--- config.mk ---
export PLATFORM = sky130hd
export DESIGN_NAME = hsv_to_rgb_converter
export DESIGN_NICKNAME = d
export VERILOG_FILES = /design/src/hsv2rgb_pkg.sv /design/src/hsv2rgb_pipe.sv /design/src/hsv_to_rgb_converter.sv
export SDC_FILE = /design/constraint.sdc
export NUM_CORES = 2
export LEC_CHECK = 0
export ABC_AREA = 1
export BUFFER_PORTS_ARGS = -buffer_cell sky130_fd_sc_hd__buf_2
export CORE_MARGIN = 1.5
export CORE_UTILIZATION = 55
export CTS_CLUSTER_DIAMETER = 120
export DETAILED_ROUTE_END_ITERATION = 16
export GPL_ROUTABILITY_DRIVEN = 1
export PLACE_DENSITY = 0.72
export SYNTH_ARGS = -nofsm -noshare
export SYNTH_HDL_FRONTEND = slang
export SYNTH_SLANG_ARGS = --single-unit
--- constraint.sdc ---
create_clock -name i_clk -period 7.4 [get_ports i_clk]
set_input_delay 1.11 -clock i_clk [delete_from_list [all_inputs] [get_ports i_clk]]
set_output_delay 1.11 -clock i_clk [all_outputs]
set_load 0.005 [all_outputs]
--- src/hsv2rgb_pkg.sv ---
// Shared types and constants for the HSV to RGB converter.
// Used by hsv2rgb_pipe and hsv_to_rgb_converter; depends on nothing else.
`default_nettype none

package hsv2rgb_pkg;

    // Field widths
    localparam int HUE_W   = 9;    // hue in degrees
    localparam int CH_W    = 8;    // one colour channel, also s and v
    localparam int REM_W   = 6;    // degrees within a sector, 0..59
    localparam int KS_W    = 14;   // s * remainder, up to 255*60
    localparam int QN_W    = 22;   // v * (15300 - s*rem), up to 255*15300
    localparam int PN_W    = 16;   // v * (255 - s)

    // Hue geometry
    localparam int HUE_WRAP = 360;
    localparam int SEG_DEG  = 60;

    // Denominators of the scaled terms
    localparam logic [CH_W-1:0] FULL_SCALE = 8'd255;
    localparam logic [KS_W-1:0] Q_DEN      = 14'd15300;

    // Exact reciprocals: floor(x/15300) = (x*Q_RECIP) >> Q_SHIFT for x < 2^22,
    // floor(x/255) = (x*P_RECIP) >> P_SHIFT for x < 2^16.
    localparam int              Q_RECIP_W = 23;
    localparam logic [Q_RECIP_W-1:0] Q_RECIP = 23'd4491470;
    localparam int              Q_SHIFT   = 36;
    localparam int              QP_W      = QN_W + Q_RECIP_W;
    localparam int              P_RECIP_W = 17;
    localparam logic [P_RECIP_W-1:0] P_RECIP = 17'd65794;
    localparam int              P_SHIFT   = 24;
    localparam int              PP_W      = PN_W + P_RECIP_W;

    // Configuration register indexes
    localparam int REG_SAT = 0;
    localparam int REG_VAL = 1;

    // Hue sectors, named by the colour span they cover
    typedef enum logic [2:0] {
        SEC_RY = 3'd0,   // red to yellow
        SEC_YG = 3'd1,   // yellow to green
        SEC_GC = 3'd2,   // green to cyan
        SEC_CB = 3'd3,   // cyan to blue
        SEC_BM = 3'd4,   // blue to magenta
        SEC_MR = 3'd5    // magenta to red
    } t_sector;

    // Saturation and value as seen by the datapath
    typedef struct packed {
        logic [CH_W-1:0] sat;
        logic [CH_W-1:0] val;
    } t_cfg;

endpackage

`default_nettype wire

--- src/hsv2rgb_pipe.sv ---
// Five-stage HSV to RGB arithmetic pipeline with per-stage valid and ready.
// Depends on hsv2rgb_pkg for widths, reciprocals and the sector type.
`default_nettype none

module hsv2rgb_pipe
    import hsv2rgb_pkg::*;
(
    input  wire logic            i_clk,
    input  wire logic            i_rst_n,
    input  wire t_cfg            i_cfg,
    input  wire logic            i_valid,
    output logic                 o_ready,
    input  wire logic [HUE_W-1:0] i_hue,
    output logic                 o_valid,
    input  wire logic            i_ready,
    output logic [CH_W-1:0]      o_red,
    output logic [CH_W-1:0]      o_green,
    output logic [CH_W-1:0]      o_blue
);

    // Stage valids and the ready chain back from the output
    logic r_v1, r_v2, r_v3, r_v4, r_v5;
    logic w_rdy2, w_rdy3, w_rdy4, w_rdy5;

    assign w_rdy5  = !r_v5 || i_ready;
    assign w_rdy4  = !r_v4 || w_rdy5;
    assign w_rdy3  = !r_v3 || w_rdy4;
    assign w_rdy2  = !r_v2 || w_rdy3;
    assign o_ready = !r_v1 || w_rdy2;

    always_ff @(posedge i_clk) begin
        if (!i_rst_n) begin
            r_v1 <= 1'b0;
            r_v2 <= 1'b0;
            r_v3 <= 1'b0;
            r_v4 <= 1'b0;
            r_v5 <= 1'b0;
        end else begin
            if (o_ready) r_v1 <= i_valid;
            if (w_rdy2)  r_v2 <= r_v1;
            if (w_rdy3)  r_v3 <= r_v2;
            if (w_rdy4)  r_v4 <= r_v3;
            if (w_rdy5)  r_v5 <= r_v4;
        end
    end

    // Stage 1: wrap the hue once and split it into sector and remainder
    logic [HUE_W-1:0] n_hue;
    logic [HUE_W-1:0] n_base;
    logic [HUE_W-1:0] n_diff;
    t_sector          n_sec;
    t_sector          r_sec1;
    logic [REM_W-1:0] r_rem1;

    always_comb begin
        n_hue = (i_hue >= HUE_W'(HUE_WRAP)) ? i_hue - HUE_W'(HUE_WRAP) : i_hue;
        priority if (n_hue >= HUE_W'(5 * SEG_DEG)) begin
            n_sec  = SEC_MR;
            n_base = HUE_W'(5 * SEG_DEG);
        end else if (n_hue >= HUE_W'(4 * SEG_DEG)) begin
            n_sec  = SEC_BM;
            n_base = HUE_W'(4 * SEG_DEG);
        end else if (n_hue >= HUE_W'(3 * SEG_DEG)) begin
            n_sec  = SEC_CB;
            n_base = HUE_W'(3 * SEG_DEG);
        end else if (n_hue >= HUE_W'(2 * SEG_DEG)) begin
            n_sec  = SEC_GC;
            n_base = HUE_W'(2 * SEG_DEG);
        end else if (n_hue >= HUE_W'(SEG_DEG)) begin
            n_sec  = SEC_YG;
            n_base = HUE_W'(SEG_DEG);
        end else begin
            n_sec  = SEC_RY;
            n_base = '0;
        end
        n_diff = n_hue - n_base;
    end

    always_ff @(posedge i_clk) begin
        if (o_ready) begin
            r_sec1 <= n_sec;
            r_rem1 <= n_diff[REM_W-1:0];
        end
    end

    // Stage 2: saturation times remainder and its complement, and v*(255-s)
    t_sector          r_sec2;
    logic [KS_W-1:0]  r_ksq2;
    logic [KS_W-1:0]  r_kst2;
    logic [PN_W-1:0]  r_pn2;
    logic [REM_W-1:0] n_rem_c;

    assign n_rem_c = REM_W'(SEG_DEG) - r_rem1;

    always_ff @(posedge i_clk) begin
        if (w_rdy2) begin
            r_sec2 <= r_sec1;
            r_ksq2 <= KS_W'(i_cfg.sat) * KS_W'(r_rem1);
            r_kst2 <= KS_W'(i_cfg.sat) * KS_W'(n_rem_c);
            r_pn2  <= PN_W'(i_cfg.val) * PN_W'(FULL_SCALE - i_cfg.sat);
        end
    end

    // Stage 3: scale by v, and start the divide by 255 for p
    t_sector          r_sec3;
    logic [QN_W-1:0]  r_qn3;
    logic [QN_W-1:0]  r_tn3;
    logic [PP_W-1:0]  r_pm3;

    always_ff @(posedge i_clk) begin
        if (w_rdy3) begin
            r_sec3 <= r_sec2;
            r_qn3  <= QN_W'(i_cfg.val) * QN_W'(Q_DEN - r_ksq2);
            r_tn3  <= QN_W'(i_cfg.val) * QN_W'(Q_DEN - r_kst2);
            r_pm3  <= PP_W'(r_pn2) * PP_W'(P_RECIP);
        end
    end

    // Stage 4: divide by 15300 through the reciprocal, take p's quotient
    t_sector          r_sec4;
    logic [CH_W-1:0]  r_q4;
    logic [CH_W-1:0]  r_t4;
    logic [CH_W-1:0]  r_p4;
    logic [QP_W-1:0]  n_qprod;
    logic [QP_W-1:0]  n_tprod;

    assign n_qprod = QP_W'(r_qn3) * QP_W'(Q_RECIP);
    assign n_tprod = QP_W'(r_tn3) * QP_W'(Q_RECIP);

    always_ff @(posedge i_clk) begin
        if (w_rdy4) begin
            r_sec4 <= r_sec3;
            r_q4   <= n_qprod[Q_SHIFT+CH_W-1:Q_SHIFT];
            r_t4   <= n_tprod[Q_SHIFT+CH_W-1:Q_SHIFT];
            r_p4   <= r_pm3[P_SHIFT+CH_W-1:P_SHIFT];
        end
    end

    // Stage 5: route p, q, t and v by sector; zero saturation yields p=q=t=v
    logic [CH_W-1:0] n_red, n_green, n_blue;
    logic [CH_W-1:0] r_red, r_green, r_blue;

    always_comb begin
        unique case (r_sec4)
            SEC_RY: begin
                n_red = i_cfg.val; n_green = r_t4;      n_blue = r_p4;
            end
            SEC_YG: begin
                n_red = r_q4;      n_green = i_cfg.val; n_blue = r_p4;
            end
            SEC_GC: begin
                n_red = r_p4;      n_green = i_cfg.val; n_blue = r_t4;
            end
            SEC_CB: begin
                n_red = r_p4;      n_green = r_q4;      n_blue = i_cfg.val;
            end
            SEC_BM: begin
                n_red = r_t4;      n_green = r_p4;      n_blue = i_cfg.val;
            end
            default: begin
                n_red = i_cfg.val; n_green = r_p4;      n_blue = r_q4;
            end
        endcase
    end

    always_ff @(posedge i_clk) begin
        if (w_rdy5) begin
            r_red   <= n_red;
            r_green <= n_green;
            r_blue  <= n_blue;
        end
    end

    assign o_valid = r_v5;
    assign o_red   = r_red;
    assign o_green = r_green;
    assign o_blue  = r_blue;

    // Remainder never reaches a full sector
    a_rem_range: assert property (@(posedge i_clk) disable iff (!i_rst_n)
        r_v1 |-> (r_rem1 < REM_W'(SEG_DEG)))
        else $error("sector remainder out of range");

    // A beat leaving stage 4 always lands in the output stage
    a_no_drop: assert property (@(posedge i_clk) disable iff (!i_rst_n)
        (r_v4 && w_rdy4) |=> r_v5)
        else $error("beat lost between stage 4 and output");

    // Sector travels alongside its data when stage 3 advances
    a_sec_follow: assert property (@(posedge i_clk) disable iff (!i_rst_n)
        (r_v3 && w_rdy4) |=> (r_sec4 == $past(r_sec3)))
        else $error("sector out of step with data");

    // Reset empties the pipeline
    a_reset_empty: assert property (@(posedge i_clk)
        !i_rst_n |=> (!r_v1 && !r_v5 && o_ready))
        else $error("pipeline not empty after reset");

endmodule

`default_nettype wire

--- src/hsv_to_rgb_converter.sv ---
// HSV to RGB converter top level: APB register file and stream wrapper.
// Depends on hsv2rgb_pkg and instantiates hsv2rgb_pipe.
//
// Usage:
//   Hue beats (whole degrees, 0..360; 360 reads as 0, 361..511 fold once) enter
//   on the s_axis channel, one per clock while s_axis_tready is high. Each beat
//   yields exactly one RGB beat on the m_axis channel, in order.
//   Saturation (register 0, byte address 0, reset 255) and value (register 1,
//   byte address 4, reset 8) sit behind the APB port, 255 meaning 1.0. Write
//   them only while no beat is in flight.
//   Pipeline: five register stages, all passed before a beat shows on m_axis.
//   Throughput: one beat per cycle while m_axis does not stall, set by the
//   pipeline, whose widest step is a 22 x 23 bit reciprocal multiply.
//   Reset (synchronous, active low) empties the pipeline and restores both
//   registers. When the receiver stalls, each stage holds until the next one
//   frees; s_axis_tready falls only once all five stages hold a beat.
`default_nettype none

module hsv_to_rgb_converter
    import hsv2rgb_pkg::*;
(
    input  wire logic        i_clk,
    input  wire logic        i_rst_n,
    // Input stream
    input  wire logic        s_axis_tvalid,
    output logic             s_axis_tready,
    input  wire logic [15:0] s_axis_tdata,   // [8:0] hue, [15:9] zero
    // Output stream
    output logic             m_axis_tvalid,
    input  wire logic        m_axis_tready,
    output logic [23:0]      m_axis_tdata,   // [7:0] red, [15:8] green, [23:16] blue
    // Configuration port
    input  wire logic        psel,
    input  wire logic        penable,
    input  wire logic        pwrite,
    input  wire logic [2:0]  paddr,
    input  wire logic [31:0] pwdata,
    output logic [31:0]      prdata,
    output logic             pready
);

    // Register file
    logic [CH_W-1:0] r_sat, r_val;
    logic            w_wr;
    logic            w_idx;
    t_cfg            w_cfg;

    assign pready = 1'b1;
    assign w_wr   = psel && penable && pwrite && pready;
    assign w_idx  = paddr[2];

    always_ff @(posedge i_clk) begin
        if (!i_rst_n) begin
            r_sat <= 8'd255;
            r_val <= 8'd8;
        end else if (w_wr) begin
            if (w_idx == 1'(REG_SAT)) r_sat <= pwdata[CH_W-1:0];
            if (w_idx == 1'(REG_VAL)) r_val <= pwdata[CH_W-1:0];
        end
    end

    // Read back the addressed register
    always_comb begin
        prdata = '0;
        unique case (w_idx)
            1'(REG_SAT): prdata[CH_W-1:0] = r_sat;
            default:     prdata[CH_W-1:0] = r_val;
        endcase
    end

    assign w_cfg.sat = r_sat;
    assign w_cfg.val = r_val;

    // Arithmetic pipeline
    logic [CH_W-1:0] w_red, w_green, w_blue;

    hsv2rgb_pipe u_pipe (
        .i_clk   (i_clk),
        .i_rst_n (i_rst_n),
        .i_cfg   (w_cfg),
        .i_valid (s_axis_tvalid),
        .o_ready (s_axis_tready),
        .i_hue   (s_axis_tdata[HUE_W-1:0]),
        .o_valid (m_axis_tvalid),
        .i_ready (m_axis_tready),
        .o_red   (w_red),
        .o_green (w_green),
        .o_blue  (w_blue)
    );

    assign m_axis_tdata = {w_blue, w_green, w_red};

endmodule

`default_nettype wire

# Yosys cells after proc, flatten, opt, wreduce, memory -nomap -nowiden
# Index checks and enable logic that the tools add are counted.
# classes
eq_ne,4
bitwise_logic,1
add_sub_neg,6
n_lt_le_gt_ge,6
reduce_logical,20
muxes,14
multipliers,8
# ops
operator,n
$mul A22 B22 Y43 const B,2
$pmux W8 S3,3
$mul A8 B22 Y22,2
$mul A16 B16 Y31 const B,1
$mux W6,5
$sub A14 B14 Y15 const A,2
$mul A8 B6 Y14,2
$ge A9 B8 Y1 const B,2
$ge A9 B9 Y1 const B,2
$mul A8 B16 Y16,1
$reduce_or A2 Y1,5
$ge A9 B6 Y1 const B,1
$ge A9 B7 Y1 const B,1
$mux W9,1
$sub A8 B8 Y9 const A,1
$sub A9 B9 Y9 const B,1
$mux W8,1
$eq A3 B2 Y1 const B,2
$mux W3,2
$sub A6 B6 Y6,1
$sub A6 B6 Y6 const A,1
$logic_not A1 Y1,5
$logic_or A1 B1 Y1,5
$reduce_and A2 Y1,2
6 further kinds,8
# word_totals
output_inout_bits,59
elab_cells,84
in_bits,58
register_bits,206

# Depth between registers and ports, before layout
# depth
word_depth,9
mapped_depth,29
mapped_depth_nobuf,28

# Modules after synthesis
# From an unflattened synthesis, not the netlist that was laid out.
# unflattened
hier_cells,4355
hier_area_um2,36543.8
# modules_own_cells
module,seq_area_each_um2,area_each_um2,instances,cells_per_inst
hsv2rgb_pipe,4904.7,35550.3,1,4213
hsv_to_rgb_converter,320.3,993.5,1,142

# Least setup slack after synthesis
# OpenSTA, ideal clock, no wires.
# synth_timing
path_type,reg-to-reg
start,register u_pipe.r_kst2[0] (netlist name)
end,"register u_pipe.r_qn3[21], data pin"
arrival_ns,5.076
stages_incl_launch_ff,27
path_slack_ns,2.061
required_time_ns,7.137
period_less_slack_ns,5.339
path_buffers,1
cell_sequence,edfxtp_1 -> buf_4 -> inv_1 -> ha_1 -> inv_1 -> a21oi_1 -> nand3_1 -> nand2_1 -> nand2_1 -> nand2_1 -> nor2_1 -> inv_1 -> nor2_1 -> inv_1 -> fa_1 -> fa_1 -> inv_1 -> fa_1 -> inv_1 -> fa_1 -> inv_1 -> ha_1 -> nand2_1 -> nor3_1 -> nand3_1 -> o211ai_1 -> xor2_1
# synth_lines
item,line,source
end signal: assignment,hsv2rgb_pipe.sv:113,r_qn3 <= QN_W'(i_cfg.val) * QN_W'(Q_DEN - r_ksq2);
end: declaration,hsv2rgb_pipe.sv:106,logic [QN_W-1:0] r_qn3;

==> impl_metrics.tcl <==
set metrics [dict create \
    outcome "finished, final reports clean" \
    hpwl_um 71100 \
    grt_pass1_wl_um 139000 \
    fin_nets 5488 \
    finalMaxSlewViolations 0 \
    fin_crit_sh 0.811 \
    synth-seq-cells 181 \
    path_max_fanout 11 \
    grt_max_degree 57 \
    cp-end-kind "register" \
    fin_crit_ns 6.00 \
    start_kind "register" \
    core_area_sq_um 64700 \
    drt_iter0_markers 1472 \
    floorplan.initialDensity 0.559 \
    fmaxAchievable_mhz 167 \
    grtUsageMet3 0.0338 \
    route.vias.total 27100 \
    post_cts_resized 0 \
    hold_violations 0 \
    synth_edf_count 160 \
    rsz0062_at_grt "no" \
    yosysUniqueCellTypes 59 \
    gp_congestion 0.953 \
    grt_use_met2 0.458 \
    drive_gt1_frac 0.0365 \
    tightest_slew_ns 1.15 \
    crit_type "register to register" \
    setup-violations-final 0 \
    clk_latency_ns 0.51 \
    endpoint "u_pipe.r_qn3[21]" \
    antenna_found_initial 0 \
    ys_async_sr_fraction 0 \
    finalClockSkew_ns 0.0155 \
    htreeDepth 4 \
    postCtsSetupBuffers 0 \
    seq_area_frac_synth 0.145 \
    final_cell_mix "1,063 x inv_1, 661 x nand2_1, 620 x ha_1" \
    cts.sinks 181 \
    grt.total_usage 0.262 \
    io_buffer_count 58 \
    synth_area_per_cell_sq_um 8.45 \
    maxSlewHeadroom 0.229 \
    hold_buffers 0 \
    cap_violations 0 \
    cp.arrival_ns 6.24 \
    r2r_cells 25 \
    grt-busiest-layer "met2" \
    syn_inst 4278 \
    cts_tree "built" \
    io_pins 117 \
    crit_start "u_pipe.r_kst2[0]" \
    synth-main-ff-cell "edfxtp_1" \
    synthToLayoutAreaGrowth_pct 4.80 \
    overflow 0 \
    cts_root_buf "clkbuf_16" \
    ant_nets 0 \
    use_met1 0.344 \
    fp.dieW_um 259 \
    cts_buffers 17 \
    dr.pass1.iters 5 \
    required_ns 7.64 \
    hp-class "register to register" \
    rr_endpoint "u_pipe.r_qn3[21]" \
    viasPerCell 5.24 \
    rows 93 \
    fill_cells 5891 \
    yosys_warnings 0 \
    die_y_um 259 \
    route.detailed.drc 0 \
    post_drt_wl_per_cell_um 16.1 \
    tns_ns 0 \
    grt_pass1_vias 28300 \
    worstReg2RegStart "u_pipe.r_kst2[0]" \
    routed_wl_um 83300 \
    path_clk_slew_ns 0.08 \
    reg2reg_slack_ns 1.40 \
    mostFrequentLayoutCell "inv_1" \
    cts.path.max_buffers 2 \
    n_antenna_cell 0 \
    dieArea_sq_um 67300 \
    netlist_area_sq_um 36100 \
]
[flip-flops by register name (all words and copies together) (netlist names), 13 cells and up]
register and cells:
u_pipe.r_pn2 16, u_pipe.r_tn3 22, u_pipe.r_kst2 14, u_pipe.r_qn3 21, u_pipe.r_ksq2 13
[per-stage QoR]
stage	utilization	cell area (sq um)	setup WS, ns	hold slack, ns	cells
final	0.585	37900	1.40	0.417	5179
after global routing	0.585	37900	0.885	0.428	5179
after CTS	0.585	37900	1.40	0.422	5179
after detailed placement	0.577	37300	1.42	0.405	5147
after global placement	0.577	37300	1.50	0.408	5147
after floorplan	-	36200	2.06	0.400	4301
[critical path, stage by stage (launching register included)]
cell      delay, ns
edfxtp_1       0.57
inv_1          0.13
ha_1           0.24
inv_1          0.06
a21oi_1        0.08
nand3_1        0.16
nand2_1        0.09
nand2_1        0.10
nand2_1        0.07
nor2_1         0.19
inv_1          0.15
nor2_1         0.29
inv_1          0.11
fa_1           0.60
fa_1           0.57
inv_1          0.05
fa_1           0.52
inv_1          0.05
fa_1           0.53
inv_1          0.04
ha_1           0.37
nand2_1        0.13
nor3_1         0.27
nand3_1        0.10
o211ai_1       0.19
xor2_1         0.09
[per-layer routing]
metal / up-vias / routed length (um)
met2: 598 / 40400
li1: 13300 / -
met4: 0 / 1410
met1: 13100 / 37100
met5: - / 0
met3: 88 / 4320
[logic make-up after synthesis]
kind of cell | Yosys count | share of synthesized area
simple gates | 1271 | 0.144
fa+ha+maj | 1119 | 0.491
other cells | 2 | 0.000208
compound gates | 431 | 0.0688
buf+inv | 1159 | 0.123
xor+xnor | 115 | 0.0283
flops | 181 | 0.145
[cells in the mapped netlist, drive strengths merged, types with 27 or more instances]
library cell  count  area share
inv            1070        0.11
nand2           674       0.071
ha              620        0.21
fa              499        0.28
nor2            406       0.043
a21oi           185       0.026
edfxtp          160        0.13
o21ai           132       0.019
nand3           102       0.014
xor2             72       0.018
clkbuf           49      0.0051
xnor2            43       0.011
buf              37      0.0070
a21o             29      0.0060
nor3             27      0.0039
[how the worst min path moves through the flow]
stage                     startpoint          endpoint  slack [ns]  cells after the start
floorplan           u_pipe.r_pm3[24]    u_pipe.r_p4[0]        0.40                      0
global placement    u_pipe.r_pm3[31]    u_pipe.r_p4[7]        0.41                      0
detailed placement  u_pipe.r_sec3[2]  u_pipe.r_sec4[2]        0.40                      0
CTS                 u_pipe.r_sec1[1]  u_pipe.r_sec2[1]        0.42                      0
global route        u_pipe.r_sec1[1]  u_pipe.r_sec2[1]        0.43                      0
finish              u_pipe.r_sec1[1]  u_pipe.r_sec2[1]        0.42                      0
[final cells by class]
class | count | area, sq um | area share
multi-input combinational | 2961 | 26500 | 0.701
sequential | 181 | 5230 | 0.138
inverter | 1073 | 4030 | 0.106
tap | 855 | 1070 | 0.0282
timing repair buffer | 77 | 433 | 0.0114
clock buffer | 17 | 425 | 0.0112
clock inverter | 15 | 155 | 0.00410
Power is not shown: default switching activity piles up to over one toggle a cycle in this logic, so the estimate is an artifact.
